--- src/hw/rtl/drs_pkg.sv ---
// dense region suppressor: shared types, register codes and reset values
// used by every module of the block; depends on nothing
`timescale 1ns / 1ps

package drs_pkg;

  localparam int DefMaxWidth  = 1024;
  localparam int DefWindow    = 5;
  localparam int MaxHeight    = 4096;
  localparam int RowW         = 13;
  localparam int QueueDepth   = 4;

  localparam logic [10:0] ResetWidth     = 11'd640;
  localparam logic [12:0] ResetHeight    = 13'd480;
  localparam logic [12:0] ResetThreshold = 13'd2500;

  typedef enum logic [1:0] {
    CFG_FRAME_WIDTH  = 2'd0,
    CFG_FRAME_HEIGHT = 2'd1,
    CFG_THRESHOLD    = 2'd2
  } cfg_idx_e;

  // classified stream position handed from front to back
  typedef struct packed {
    logic [7:0] pix;
    logic       flag_ok;
    logic       emit;
    logic       last;
  } drs_item_t;

endpackage

--- src/hw/rtl/drs_queue.sv ---
// dense region suppressor queue: short fifo between front and back
// holds classified items; uses drs_pkg for its depth
`timescale 1ns / 1ps

module drs_queue #(
  parameter int DATA_W = 8
) (
  input  logic              clk_i,
  input  logic              rst_ni,
  input  logic              push_i,
  input  logic [DATA_W-1:0] data_i,
  output logic              full_o,
  output logic              valid_o,
  input  logic              pop_i,
  output logic [DATA_W-1:0] data_o
);
  import drs_pkg::*;

  localparam int PtrW = $clog2(QueueDepth);

  logic [DATA_W-1:0] slot_q [QueueDepth];
  logic [PtrW-1:0]   wr_q, rd_q;
  logic [PtrW:0]     count_q;

  assign full_o  = count_q == (PtrW + 1)'(QueueDepth);
  assign valid_o = count_q != '0;
  assign data_o  = slot_q[rd_q];

  always_ff @(posedge clk_i or negedge rst_ni) begin
    if (!rst_ni) begin
      wr_q    <= '0;
      rd_q    <= '0;
      count_q <= '0;
    end else begin
      if (push_i) wr_q <= wr_q + PtrW'(1);
      if (pop_i)  rd_q <= rd_q + PtrW'(1);
      if (push_i && !pop_i) begin
        count_q <= count_q + (PtrW + 1)'(1);
      end else if (pop_i && !push_i) begin
        count_q <= count_q - (PtrW + 1)'(1);
      end
    end
  end

  always_ff @(posedge clk_i) begin
    if (push_i) slot_q[wr_q] <= data_i;
  end

`ifndef SYNTHESIS
  a_no_overflow: assert property (@(posedge clk_i) disable iff (!rst_ni)
    push_i |-> !full_o)
    else $error("push into full queue");
  a_no_underflow: assert property (@(posedge clk_i) disable iff (!rst_ni)
    pop_i |-> valid_o)
    else $error("pop from empty queue");
`endif

endmodule

--- config.mk ---
export PLATFORM = sky130hd
export DESIGN_NAME = drs_queue
export DESIGN_NICKNAME = d
export VERILOG_FILES = /design/src/hw/rtl/drs_pkg.sv /design/src/hw/rtl/drs_queue.sv
export SDC_FILE = /design/constraint.sdc
export NUM_CORES = 1
export LEC_CHECK = 0
export BUFFER_PORTS_ARGS = -buffer_cell sky130_fd_sc_hd__buf_2
export CAP_MARGIN = 10
export CELL_PAD_IN_SITES_DETAIL_PLACEMENT = 0
export CELL_PAD_IN_SITES_GLOBAL_PLACEMENT = 2
export CORE_UTILIZATION = 47
export CTS_BUF_LIST = sky130_fd_sc_hd__clkbuf_8
export DETAILED_ROUTE_END_ITERATION = 16
export GPL_ROUTABILITY_DRIVEN = 0
export PLACE_DENSITY = 0.89
export SLEW_MARGIN = 20
export SYNTH_ARGS = -nofsm -noshare
export SYNTH_HDL_FRONTEND = slang
export SYNTH_SLANG_ARGS = --single-unit
--- constraint.sdc ---
create_clock -name clk_i -period 2.05 [get_ports clk_i]
set_input_delay 0.3075 -clock clk_i [delete_from_list [all_inputs] [get_ports clk_i]]
set_output_delay 0.3075 -clock clk_i [all_outputs]
set_load 0.01 [all_outputs]
# Yosys cells after proc, flatten, opt, wreduce, memory -nomap -nowiden

Memories as Yosys holds them, arrays and structs flattened.
Cells that the tools add are included.
W data, S select, Z words.

Bits in registers: 7
Input bits: 12
Word-level logic and storage cells: 19
Bits in writable memories: 32
Memories: 1
Output and inout bits: 10

Memories:

| name   | depth | width | rd ports | clocked after memory_dff | wr ports | RTL line        | text |
|---|---|---|---|---|---|---|---|
| slot_q | 4     | 8     | 1        | 0                        | 1        | drs_queue.sv:21 | `logic [DATA_W-1:0] slot_q [QueueDepth];` |

Eq/ne operators: 1
$add $sub $neg: 4
Reduce and logical (&&, ||, !) cells: 6
Multiplexer cells: 4

Operators with widths:

| cell                  | count |
|---|---|
| $mux W3               | 2 |
| $add A2 B1 Y2 const B | 2 |
| $add A3 B1 Y3 const B | 1 |
| $eq A3 B3 Y1 const B  | 1 |
| $reduce_bool A3 Y1    | 1 |
| $sub A3 B1 Y3 const B | 1 |
| $logic_and A1 B1 Y1   | 2 |
| $logic_not A1 Y1      | 2 |
| $mux W1               | 2 |
| $reduce_bool A2 Y1    | 1 |

# Longest topological paths before layout

Depth in word-level cells: 4
Depth in mapped cells: 7
Mapped depth without buffers: 7

# Least setup slack after synthesis

No wires, ideal clock.

Path type: input -> register
Start: in pop_i
End: reg count_q[2]
Buffers on the path: 0
Required time: 1.971 ns
Slack: 0.658 ns
Library setup time: 0.079 ns
Stages: 7
Data arrival time: 1.313 ns
Path through: inv_1 ha_1 inv_1 fa_1 xor2_1 nor2_1 xor2_1

Cells in the longest elaborated chain, start to end: 3
Elaborated cells between the ends (all ways): 5
Those cells by class: 1 x mux; 4 x reduce/logical

RTL lines:

| item                                                 | RTL line        | text |
|---|---|---|
| start: declaration                                   | drs_queue.sv:14 | `input logic pop_i,` |
| $logic_not A1 Y1                                     | drs_queue.sv:37 | `if (push_i && !pop_i) begin` |
| $logic_and A1 B1 Y1                                  | drs_queue.sv:37 |  |
| $mux W3 / $reduce_bool A2 Y1 (equally long branches) | -               |  |
| end signal: assignment                               | drs_queue.sv:38 | `count_q <= count_q + (PtrW + 1)'(1);` |
| end signal: assignment                               | drs_queue.sv:40 | `count_q <= count_q - (PtrW + 1)'(1);` |
| end: declaration                                     | drs_queue.sv:23 | `logic [PtrW:0] count_q;` |

Several ways; a longest one is shown, not always the timed one.
A chain may end at the register's enable or synchronous reset.

# Worst setup path after layout

Start: reg rd_q[0]
End: out data_o[5]

Cells in the longest elaborated chain, start to end: 1

RTL lines:

| item                     | RTL line        | text |
|---|---|---|
| start: declaration       | drs_queue.sv:22 | `logic [PtrW-1:0] wr_q, rd_q;` |
| start signal: assignment | drs_queue.sv:36 | `if (pop_i) rd_q <= rd_q + PtrW'(1);` |
| $mem_v2 Z4 W8            | -               |  |
| end: declaration         | drs_queue.sv:15 | `output logic [DATA_W-1:0] data_o` |

Every way passes these cells.

==> flow_summary_export.csv <==
group,metric,value,unit
power_and_ir_drop,p_int,1.66,mW
worst_setup_path,worstSetupEndpointType,"output pin",
grt,gr-total-overflow,0,
yosys,async_reset_ff_share,17.9,%
power_and_ir_drop,power_frac_seq,50.0,%
min_path,worstHoldStart,"data_i[3]",
place,place.port_buffers,21,
floorplan,die_h,59.4,um
worst_setup_path,worstPathRequired,1.74,ns
run,drv_cap,0,
floorplan,coreArea,3080,um^2
timing,fin_skew,0.00670,ns
floorplan,initial_core_util,50.3,%
yosys,synth_top_area_share,62.0,%
cts,clockBufferDepth,2,
power_and_ir_drop,combPwrFrac,29.1,%
yosys,syn-num-nets,94,
yosys,syn_avg_cell_area,20.4,um^2
yosys,seq_area_frac_synth,73.3,%
worst_setup_path,cp.arrival,1.58,ns
worst_setup_path,r2r_end,"slot_q[2][0]",
yosys,synth_top_family_by_area,"multiplexers",
routing,num_vias,726,
power_and_ir_drop,powerDensity,1320,nW/um^2
yosys,synth_edf_count,32,
yosys,synth_compound_area_share,0.323,%
routing,drc,0,
min_path,min_to,"slot_q[2][3]",
timing,timing.final.ws_setup,0.160,ns
power_and_ir_drop,irDropWorstVdd,0.717,mV
cts,cts_root_buf,"clkbuf_8",
yosys,ys_warn_count,0,
grt,grt_max_degree,14,
yosys,synth_top_area_cell,"edfxtp_1",
cts,htreeDepth,2,
power_and_ir_drop,power.switching,718,uW
grt,grtUsageTotal,15.2,%
yosys,synth-xor-area-share,3.39,%
cts,cts_tree,"done",
outcome,outcome,"finished, final reports clean",
worst_setup_path,reg2reg_from,"wr_q[0]",
yosys,syn_area,1550,um^2
yosys,ys_seq_elements,39,
yosys,synth_simple_gate_area_share,3.23,%
final_layout,final_nets,122,
timing,tightest_slew,0.469,ns
timing,rsz0062_at_grt,"false",
yosys,synth_area_leaders,"edfxtp_1 62%, mux4_2 12%, dfrtp_1 11%",
timing,final_max_slew_viol_count,0,
grt,first_global_vias,746,
power_and_ir_drop,swShare,30.2,%
grt,grt_pass1_wl,3640,um
yosys,yosysUniqueCellTypes,17,
cts,cts_resized,0,
cts,cts.reportedPaths.clkPinSlew,0.07,ns
cts,numCtsBuffers,5,
yosys,muxShareOfSynthArea,12.4,%
yosys,syn_inst,76,
routing,drtAntennaViolNets,0,
cts,cts.sinks,39,
worst_setup_path,critPathMaxFanout,8,
timing,slew_headroom,68.8,%
routing,wl_per_cell,15.0,um
floorplan,io_pins,22,
floorplan,fp.dieW,59.4,um
timing,setup_viol,0,
power_and_ir_drop,leakage,0.670,nW
min_path,holdPathStages,1,
yosys,synth_flop_cell,"edfxtp_1",
power_and_ir_drop,p_clk_share,20.9,%
timing,hold_violations,0,
worst_setup_path,critPathLaunchType,"flip-flop",
worst_setup_path,ff2ff_setup_slack,0.62,ns
final_layout,fillers,240,
final_layout,num_antenna_cells,0,
yosys,synth.most_common_cell,"edfxtp_1",
routing,viasPerCell,4.87,
place,dp_hpwl,1480,um
yosys,synth-adder-area-share,5.33,%
final_layout,drive_above_1_share,37.1,%
yosys,synthTopCellsByCount,"32 x edfxtp_1, 8 x mux4_2, 7 x dfrtp_1, 5 x ha_1",
floorplan,dieArea,3530,um^2
cts,clock_latency,0.29,ns
routing,drtIter0Drc,23,
timing,period_minus_slack,1.89,ns
place,pre_cts_slack,0.435,ns
timing,max_freq,529,MHz
min_path,hold_class,"input pin to flip-flop",
grt,antenna_found_initial,0,
routing,drtPass1Iterations,4,
worst_setup_path,path_class,"flip-flop to output pin",
worst_setup_path,r2r_cells,3,
timing,fin_setup_tns,0,ns
final_layout,area_growth,16.2,%
routing,drt_wl_total,2230,um
timing,period_share,92.2,%
floorplan,rows,20,
routing by layer:
metal | routed length (um) | global-route usage [%] | up-vias
li1 | - | - | 343
met1 | 1020 | 19.0 | 361
met2 | 1080 | 23.9 | 18
met3 | 92 | 4.59 | 4
met4 | 36 | 8.16 | 0
met5 | 0 | 0 | -
worst max path at each step:
stage	endpoint	start	slack [ns]	cells past startpoint
after floorplan	count_q[2]	pop_i	0.66	7
after global placement	data_o[3]	rd_q[0]	0.47	3
after detailed placement	count_q[2]	pop_i	0.44	8
after CTS	data_o[5]	rd_q[0]	0.13	3
after global routing	data_o[5]	rd_q[0]	0.09	3
final	data_o[5]	rd_q[0]	0.16	3
area by class of cell:
| type | count | area, um^2 | area share (%) |
|---|---|---|---|
| Clock buffer | 5 | 68.8 | 3.82 |
| Clock inverter | 3 | 20.0 | 1.11 |
| Timing Repair Buffer | 23 | 123 | 6.82 |
| Multi-Input combinational cell | 31 | 382 | 21.2 |
| Inverter | 4 | 15.0 | 0.834 |
| Sequential cell | 39 | 1140 | 63.1 |
| Tap cell | 44 | 55.1 | 3.06 |
cell usage in the layout (no fill, tap or decap), types with 2 or more instances in the layout:
cell type	count
nand2_1	2
clkbuf_8	5
mux4_2	8
dfrtp_1	7
edfxtp_1	32
xnor2_1	2
xor2_1	4
ha_1	5
inv_1	4
and2_1	4
clkinvlp_4	2
buf_2	21
power by group through the flow:
stage | clock (mW) | sequential (mW) | combinational (mW)
4_1_cts | 0.509 | 1.19 | 0.709
5_1_grt | 0.534 | 1.21 | 0.766
3_5_place_dp | 0 | 1.21 | 0.706
3_3_place_gp | 0 | 1.20 | 0.697
6_report | 0.498 | 1.19 | 0.693
2_1_floorplan | 0 | 1.14 | 0.544
sequential cells by signal, indices dropped and copies added (netlist names):
register	count
rd_q	2
wr_q	2
count_q	3
slot_q	32
logic make-up after synthesis:
kind of cell,after synthesis
adder cells (fa/ha/maj),6
buffers and inverters,6
XOR/XNOR,6
flip-flops,39
AND/OR/NAND/NOR,9
multiplexers,9
AO/OA/AOI/OAI,1
through the flow:
step                      power, mW  instances  util (%)  hold slack (ns)  cell area, um^2
after global placement         1.90        140      55.2            0.146             1700
final                          2.38        149      58.5            0.233             1800
after detailed placement       1.91        140      55.2            0.146             1700
after global routing           2.51        149      58.5            0.228             1800
after floorplan                1.69         76         -           0.0119             1550
after CTS                      2.41        149      58.5            0.227             1800
critical path: stages (launching register included):
cell and delay (ns):
dfrtp_1 0.39, buf_4 0.23, mux4_2 0.52, buf_2 0.16
repair_timing:
item / 4_1_cts / 5_1_grt
setup buffers: 0 / 0
hold endpoints to repair: 7 / 0
hold buffers: 1 / 0
Note: power is estimated with default switching activity, not from simulation.
