<file path="src/hw/rtl/drs_pkg.sv">
// dense region suppressor: shared types, register codes and reset values
// used by every module of the block; depends on nothing
`timescale 1ns / 1ps

package drs_pkg;

  localparam int DefMaxWidth  = 1024;
  localparam int DefWindow    = 5;
  localparam int MaxHeight    = 4096;
  localparam int RowW         = 13;
  localparam int QueueDepth   = 4;

  localparam logic [10:0] ResetWidth     = 11'd640;
  localparam logic [12:0] ResetHeight    = 13'd480;
  localparam logic [12:0] ResetThreshold = 13'd2500;

  typedef enum logic [1:0] {
    CFG_FRAME_WIDTH  = 2'd0,
    CFG_FRAME_HEIGHT = 2'd1,
    CFG_THRESHOLD    = 2'd2
  } cfg_idx_e;

  // classified stream position handed from front to back
  typedef struct packed {
    logic [7:0] pix;
    logic       flag_ok;
    logic       emit;
    logic       last;
  } drs_item_t;

endpackage

</file>
<file path="src/hw/rtl/drs_front.sv">
// dense region suppressor front: configuration registers, frame position
// counters and item classification; uses drs_pkg
`timescale 1ns / 1ps

module drs_front #(
  parameter int MAX_WIDTH = drs_pkg::DefMaxWidth,
  parameter int WINDOW    = drs_pkg::DefWindow
) (
  input  logic                         clk_i,
  input  logic                         rst_ni,
  input  logic                         cfg_valid_i,
  output logic                         cfg_ready_o,
  input  logic [1:0]                   cfg_index_i,
  input  logic [12:0]                  cfg_data_i,
  input  logic                         in_valid_i,
  output logic                         in_stall_o,
  input  logic [7:0]                   pixel_value_i,
  input  logic                         padding_i,
  input  logic                         full_i,
  output logic                         push_o,
  output drs_pkg::drs_item_t           item_o,
  output logic [$clog2(MAX_WIDTH)-1:0] col_o,
  output logic [12:0]                  thresh_o
);
  import drs_pkg::*;

  localparam int ColW  = $clog2(MAX_WIDTH);
  localparam int WeffW = $clog2(MAX_WIDTH + 1);

  logic [10:0]      width_q;
  logic [12:0]      height_q;
  logic [12:0]      thresh_q;
  logic [ColW-1:0]  col_q, col_d;
  logic [RowW-1:0]  row_q, row_d;
  logic [WeffW-1:0] w_eff;
  logic [RowW-1:0]  h_eff;
  logic             accept, is_real, cfg_hit, row_ge, row_ge1, col_ge;
  drs_item_t        item;

  always_comb begin
    if (width_q < 11'(WINDOW)) begin
      w_eff = WeffW'(WINDOW);
    end else if (32'(width_q) > MAX_WIDTH) begin
      w_eff = WeffW'(MAX_WIDTH);
    end else begin
      w_eff = WeffW'(width_q);
    end
    if (height_q < 13'(WINDOW)) begin
      h_eff = RowW'(WINDOW);
    end else if (height_q > 13'(MaxHeight)) begin
      h_eff = RowW'(MaxHeight);
    end else begin
      h_eff = height_q;
    end
  end

  assign cfg_ready_o = 1'b1;
  assign cfg_hit     = cfg_valid_i && (cfg_index_i == CFG_FRAME_WIDTH ||
                       cfg_index_i == CFG_FRAME_HEIGHT || cfg_index_i == CFG_THRESHOLD);
  assign in_stall_o  = full_i;
  assign accept      = in_valid_i && !full_i;
  assign is_real     = row_q < h_eff;

  // output row is one further back while the column wraps into the previous row
  assign col_ge  = col_q >= ColW'(WINDOW - 1);
  assign row_ge  = (row_q >= RowW'(WINDOW - 1)) && (row_q < h_eff + RowW'(WINDOW - 1));
  assign row_ge1 = (row_q >= RowW'(WINDOW)) && (row_q < h_eff + RowW'(WINDOW));

  always_comb begin
    item.pix     = is_real ? pixel_value_i : 8'd0;
    item.flag_ok = is_real && col_ge && (row_q >= RowW'(WINDOW - 1));
    item.emit    = col_ge ? row_ge : row_ge1;
    item.last    = (col_q == ColW'(WINDOW - 2)) && (row_q == h_eff + RowW'(WINDOW - 1));
  end

  assign push_o   = accept && !(is_real && padding_i);
  assign item_o   = item;
  assign col_o    = col_q;
  assign thresh_o = thresh_q;

  always_comb begin
    col_d = col_q;
    row_d = row_q;
    if (cfg_hit) begin
      col_d = '0;
      row_d = '0;
    end else if (push_o) begin
      if (item.last) begin
        col_d = '0;
        row_d = '0;
      end else if (WeffW'(col_q) + WeffW'(1) >= w_eff) begin
        col_d = '0;
        row_d = row_q + RowW'(1);
      end else begin
        col_d = col_q + ColW'(1);
      end
    end
  end

  always_ff @(posedge clk_i or negedge rst_ni) begin
    if (!rst_ni) begin
      width_q  <= ResetWidth;
      height_q <= ResetHeight;
      thresh_q <= ResetThreshold;
      col_q    <= '0;
      row_q    <= '0;
    end else begin
      col_q <= col_d;
      row_q <= row_d;
      if (cfg_valid_i) begin
        unique case (cfg_index_i)
          CFG_FRAME_WIDTH:  width_q  <= cfg_data_i[10:0];
          CFG_FRAME_HEIGHT: height_q <= cfg_data_i;
          CFG_THRESHOLD:    thresh_q <= cfg_data_i;
          default: ;
        endcase
      end
    end
  end

`ifndef SYNTHESIS
  a_col_in_row: assert property (@(posedge clk_i) disable iff (!rst_ni)
    WeffW'(col_q) < w_eff)
    else $error("column counter beyond frame width");
  a_row_in_drain: assert property (@(posedge clk_i) disable iff (!rst_ni)
    row_q < h_eff + RowW'(WINDOW))
    else $error("row counter beyond drain rows");
`endif

endmodule

</file>
<file path="config.mk">
export PLATFORM = sky130hd
export DESIGN_NAME = drs_front
export DESIGN_NICKNAME = d
export VERILOG_FILES = /design/src/hw/rtl/drs_pkg.sv /design/src/hw/rtl/drs_front.sv
export SDC_FILE = /design/constraint.sdc
export NUM_CORES = 1
export LEC_CHECK = 0
export BUFFER_PORTS_ARGS = -buffer_cell sky130_fd_sc_hd__buf_4
export CAP_MARGIN = 5
export CORE_MARGIN = 2
export CORE_UTILIZATION = 55
export CTS_CLUSTER_SIZE = 16
export DETAILED_ROUTE_END_ITERATION = 10
export GPL_TIMING_DRIVEN = 0
export MAX_ROUTING_LAYER = met4
export PLACE_DENSITY_LB_ADDON = 0.3
export SYNTH_ARGS = -nofsm -noshare
export SYNTH_HDL_FRONTEND = slang
export SYNTH_SLANG_ARGS = --single-unit
</file>
<file path="constraint.sdc">
create_clock -name clk_i -period 5.73 [get_ports clk_i]
set_clock_uncertainty 0.15 [all_clocks]
set_input_delay 1.146 -clock clk_i [delete_from_list [all_inputs] [get_ports clk_i]]
set_output_delay 1.146 -clock clk_i [all_outputs]
set_load 0.01 [all_outputs]
</file>
; After elaboration in Yosys (flattened, before gate mapping)
; Index checks and enable logic that the tools add are counted.
[totals]
latch_bits = 0
ram_bits = 0
romBits = 0
ff_bits = 60
out_inout_bits = 37
memories = 0
[op_classes]
n_eq_ne = 4
n_bitwise = 0
reduce_logical = 20
addsub = 5
div = 0
mux = 14
order_cmp = 11
mul = 0
n_shift = 0
[op_table]
columns = operator, n
row1 = 2-to-1 mux 13 bit, 6
row2 = 2-to-1 mux 10 bit, 4
row3 = less-than comparator 13 bit, 3
row4 = adder 13 x 3 -> 13 bit (second input constant), 2
row5 = >= comparator 13 x 3 -> 1 bit (second input constant), 2
row6 = 2-to-1 mux 11 bit, 2
row7 = adder 13 x 1 -> 13 bit (second input constant), 1
row8 = == test 13 bit, 1
row9 = greater-than comparator 13 bit (second input constant), 1
row10 = less-than comparator 13 x 3 -> 1 bit (second input constant), 1
row11 = adder 10 x 1 -> 11 bit (second input constant), 1
row12 = >= comparator 11 bit, 1
row13 = greater-than comparator 11 bit (second input constant), 1
row14 = less-than comparator 11 x 3 -> 1 bit (second input constant), 1
row15 = adder 10 x 1 -> 10 bit (second input constant), 1
row16 = == test 10 x 2 -> 1 bit (second input constant), 1
row17 = >= comparator 10 x 3 -> 1 bit (second input constant), 1
row18 = logical AND 1 bit, 9
row19 = 2-to-1 mux 8 bit, 1
row20 = AND reduction 2 bit, 4
row21 = nonzero test 3 bit, 1
row22 = == test 2 x 1 -> 1 bit (second input constant), 1
row23 = == test 2 bit (second input constant), 1
row24 = zero test 1 bit, 2
row25 = 4 further kinds, 5

; Depth between registers and ports, before layout
[depth]
word_depth = 9
depth_mapped = 17

; Least setup slack after synthesis
; Ideal clock, no wire load.
[synth_timing]
path_kind = flip-flop to output port
from = register height_q[7]
to = output item_o[1] (netlist name)
t_required_ns = 4.434
t_arrival_ns = 3.181
setup_slack_ns = 1.253
n_path_buf = 1
stages_incl_launch_ff = 15
cell_sequence = dfstp_2 -> clkbuf_1 -> nor4_1 -> a31oi_1 -> nor2_1 -> inv_1 -> ha_1 -> a21oi_1 -> nor3_1 -> xor2_1 -> ha_1 -> and4_1 -> a2111oi_0 -> nand2_1 -> o21ai_0
[synth_rtl]
columns = item, line
row1 = start: declaration, drs_front.sv:31  ; logic [12:0] height_q;
row2 = start signal: assignment, drs_front.sv:103  ; height_q <= ResetHeight;
row3 = start signal: assignment, drs_front.sv:113  ; CFG_FRAME_HEIGHT: height_q <= cfg_data_i;
row4 = end: declaration, drs_front.sv:21  ; output drs_pkg::drs_item_t item_o,

==> key figures <==
Status
  – Outcome: finished, final reports clean

Global routing
  – GRT Residual Overflow: 0
  – Total GRT Usage: roughly a quarter
  – Antenna violations before repair: 0
  – Vias in the first global route: 3753
  – Largest net degree at the start of global routing: 61
  – First-pass GRT wire length: 17.37 mm

Synth
  – Mapped Cells: about 480
  – Post-synth ARST share: 100.0%
  – Sequential cell area fraction in the yosys report: 33.83%
  – YS warnings: 0
  – Top_reg_cell synth: dfrtp_1
  – Synth Cell Area: 4479 µm²
  – Mean Syn Cell Area: 9.410 µm²
  – Synth unique cells: 52
  – Net Count, Synth: 561
  – Post-synth EDFFs: 0
  – Yosys reg bits: 60

Power
  – Psw: around 560 µW
  – Power share of the clock group: 23.0%
  – VDD IR max: 228.2 µV
  – Overall power: 1482 µW
  – Flop pwr share: approximately two fifths
  – P per Cell Area: 280.6 nW/µm²
  – Sw frac: 38.03%
  – Part of the power in combinational logic: 37.1%
  – Pleak: 0.002488 µW
  – Int Pwr: 918.4 µW

Hold path
  – Hold Path Class: flop to flop

Floorplan
  – # IOs: 66
  – Starting Density: around 57%
  – Core region area: between 7000 and 8000 µm²
  – FP Rows: 32
  – Die area: 8882 µm²
  – Die X: around 94 µm
  – Height of the die: 94.25 µm

STA
  – Final Hold Fails: 0
  – Relative slew slack: 45.68%
  – Final Slew Violations: 0
  – Setup_tns: 0 ps
  – Crit path time final: 5304 ps
  – Final worst slack: approximately 430 ps
  – Final period util: roughly 93%
  – RSZ-0062 raised after global routing: false
  – Finish-stage setup viols: 0
  – Fmax: 188.5 MHz
  – Worst Max-Slew Pin Slew: 807.9 ps

Worst setup path
  – Path type of the worst setup path: flop to output port
  – CP Launch Type: flop
  – Arrival @ worst endpoint: 4010 ps
  – Critical Path RT: 4430 ps
  – Crit end category: output port
  – Worst Path Max Fanout: 7

Routing
  – Drc violations: 0
  – Post-DRT Antenna Nets: 0
  – DR pass1 iterations: 5
  – Total Wirelength: approximately 10 mm
  – DR WL/cell: about 16 µm
  – Vias per cell: 5.810
  – DR vias: 3823
  – Drt initial violations: approximately 240

Clock network
  – Reg clk slew, reported paths: 70 ps
  – Inserted Clock Buffers: 9
  – Clk_lat worst skew: 350 ps
  – TritonCTS clock tree: done
  – CTS Buffer Depth: 2
  – Post-CTS setup repair buffer count: 0
  – Clock sinks: 60
  – Root buffer cell: clkbuf_8
  – H-tree levels: 3

Final layout
  – Area Growth Syn to Fin: 17.93%
  – Fin nets: 636
  – Post-route cell area: 5283 µm²
  – Layout cells sized above 1: 26.62%
  – Ant diodes: 0

Placement
  – DP HPWL: 8.266 mm
  – Worst slack, placed: 662.7 ps
  – I/O Buffers: 64
  – GP Congestion: about 0.94
  – Placed Area: around 5000 µm²

Flow run
  – Number of max-cap violations: 0
## worst paths after layout
check                                  start  slack, ps      endpoint  cells past startpoint
min in group asynchronous             rst_ni        700      row_q[2]                      1
max in group asynchronous             rst_ni       4240   height_q[1]                      1
worst min-delay path            thresh_o[10]        370  thresh_o[10]                      1
worst min register to register  thresh_o[10]        370  thresh_o[10]                      1
worst max-delay path             height_q[7]        430     item_o[1]                     16
worst max register to register   height_q[7]       1250     row_q[11]                     14
## registers in the layout (all words and copies together), names as in the netlist
name      cells
col_o        10
thresh_o     13
row_q        13
height_q     13
width_q      11
## area by class of cell
type / instances / area (µm²)
multi-input cells: 383 / 2843
fillers: 608 / 2525
flip-flops and latches: 60 / 1515
repair buffers: 64 / 480.5
well taps: 102 / 127.6
clock buffers: 9 / 123.9
inverters: 21 / 78.83
plain buffers: 12 / 61.31
clock inverters: 7 / 52.55
## Yosys cell counts, types with 2 or more instances
master	instances	area, µm²
clkbuf_1	6	22.52
o31ai_1	6	45.04
nor3_1	7	35.03
buf_1	2	7.510
o21ai_0	13	65.06
o211ai_1	4	30.03
a211oi_1	3	22.52
o21a_1	6	45.04
inv_1	19	71.32
ha_1	56	700.7
o41ai_1	3	26.28
nand4_1	4	25.02
a31oi_1	4	25.02
inv_2	2	7.510
nor2b_1	6	37.54
o21ai_1	31	155.2
and2_1	9	56.30
xor2_1	14	122.6
dfstp_2	11	289.0
and3_1	12	75.07
nand3b_1	2	15.01
xnor2_1	11	96.34
nor2_1	33	123.9
and4_1	2	17.52
nand2_1	43	161.4
nor4_1	6	37.54
a21oi_1	18	90.09
dfrtp_1	49	1226
buf_4	2	15.01
a2111oi_0	2	17.52
nand2b_1	13	81.33
nand3_1	14	70.07
a21o_1	4	30.03
or3_1	2	12.51
mux2_2	37	416.7
nor4b_1	2	17.52
o31ai_2	3	37.54
## repair_timing
action | CTS | global route
gates resized for setup | 0 | 4
hold buffers | 0 | 0
endpoints found under the setup margin | 0 | 1
## cell families (layout without fill, tap and decap cells)
kind of cell,count (synthesis),in the layout,synth area share (%)
AOI/OAI and AO/OA,102,102,14.64
xor gates and xnor gates,25,25,4.888
adders and majority gates,56,56,15.64
buffers and inverters,33,113,3.128
DFF,60,60,33.83
muxes,37,37,9.302
other,1,1,0.08372
and+or+nand+nor,162,162,18.49
## per-stage QoR
step | hold slack (ps) | cells | utilization, %
final | 368.0 | 658 | 67.66
after global routing | 387.0 | 658 | 67.66
after CTS | 371.1 | 658 | 67.42
after detailed placement | 346.8 | 642 | 65.16
after global placement | 340.4 | 642 | 65.16
after floorplan | 353.6 | 476 | -
## power groups by stage
stage	clock (µW)	combinational [µW]	sequential [µW]
final	341	550	591
after floorplan	0	357	581
after detailed placement	0	542	595
after global routing	364	620	602
after CTS	346	547	588
after global placement	0	518	590
## layer usage
metal	global-route usage, %	part of all wire (%)	vias to the layer above
li1	-	-	1857
met1	32.90	44	1805
met2	41.85	48	146
met3	3.692	6.2	15
met4	9.420	1.7	0
met5	-	0	-
## cells in the final DEF (no fill, tap or decap), types with 6 or more instances in the layout
cell type  instances
nand2_1           43
o31ai_1            6
and2_1             9
buf_4             66
xor2_1            14
nor2_1            32
nor2b_1            6
a21oi_1           17
inv_1             19
dfstp_2           11
xnor2_1           11
nand2b_1          13
o21ai_0           13
o21ai_1           31
clkbuf_8           9
dfrtp_1           49
nor3_1             7
clkbuf_1           6
o21a_1             6
nand3_1           14
and3_1            12
ha_1              56
mux2_2            37
## critical path: stages (launching register included)
cell,delay (ps)
dfstp_2,520
clkbuf_1,300
nor4_2,120
nand3_1,180
a21oi_1,60
o21ai_0,270
inv_1,130
ha_1,260
a21oi_2,230
inv_1,90
a21oi_1,190
ha_1,260
and4_1,210
a2111oi_0,400
nand2_1,100
o21ai_0,190
buf_4,160
(Power assumes the default switching activity.)
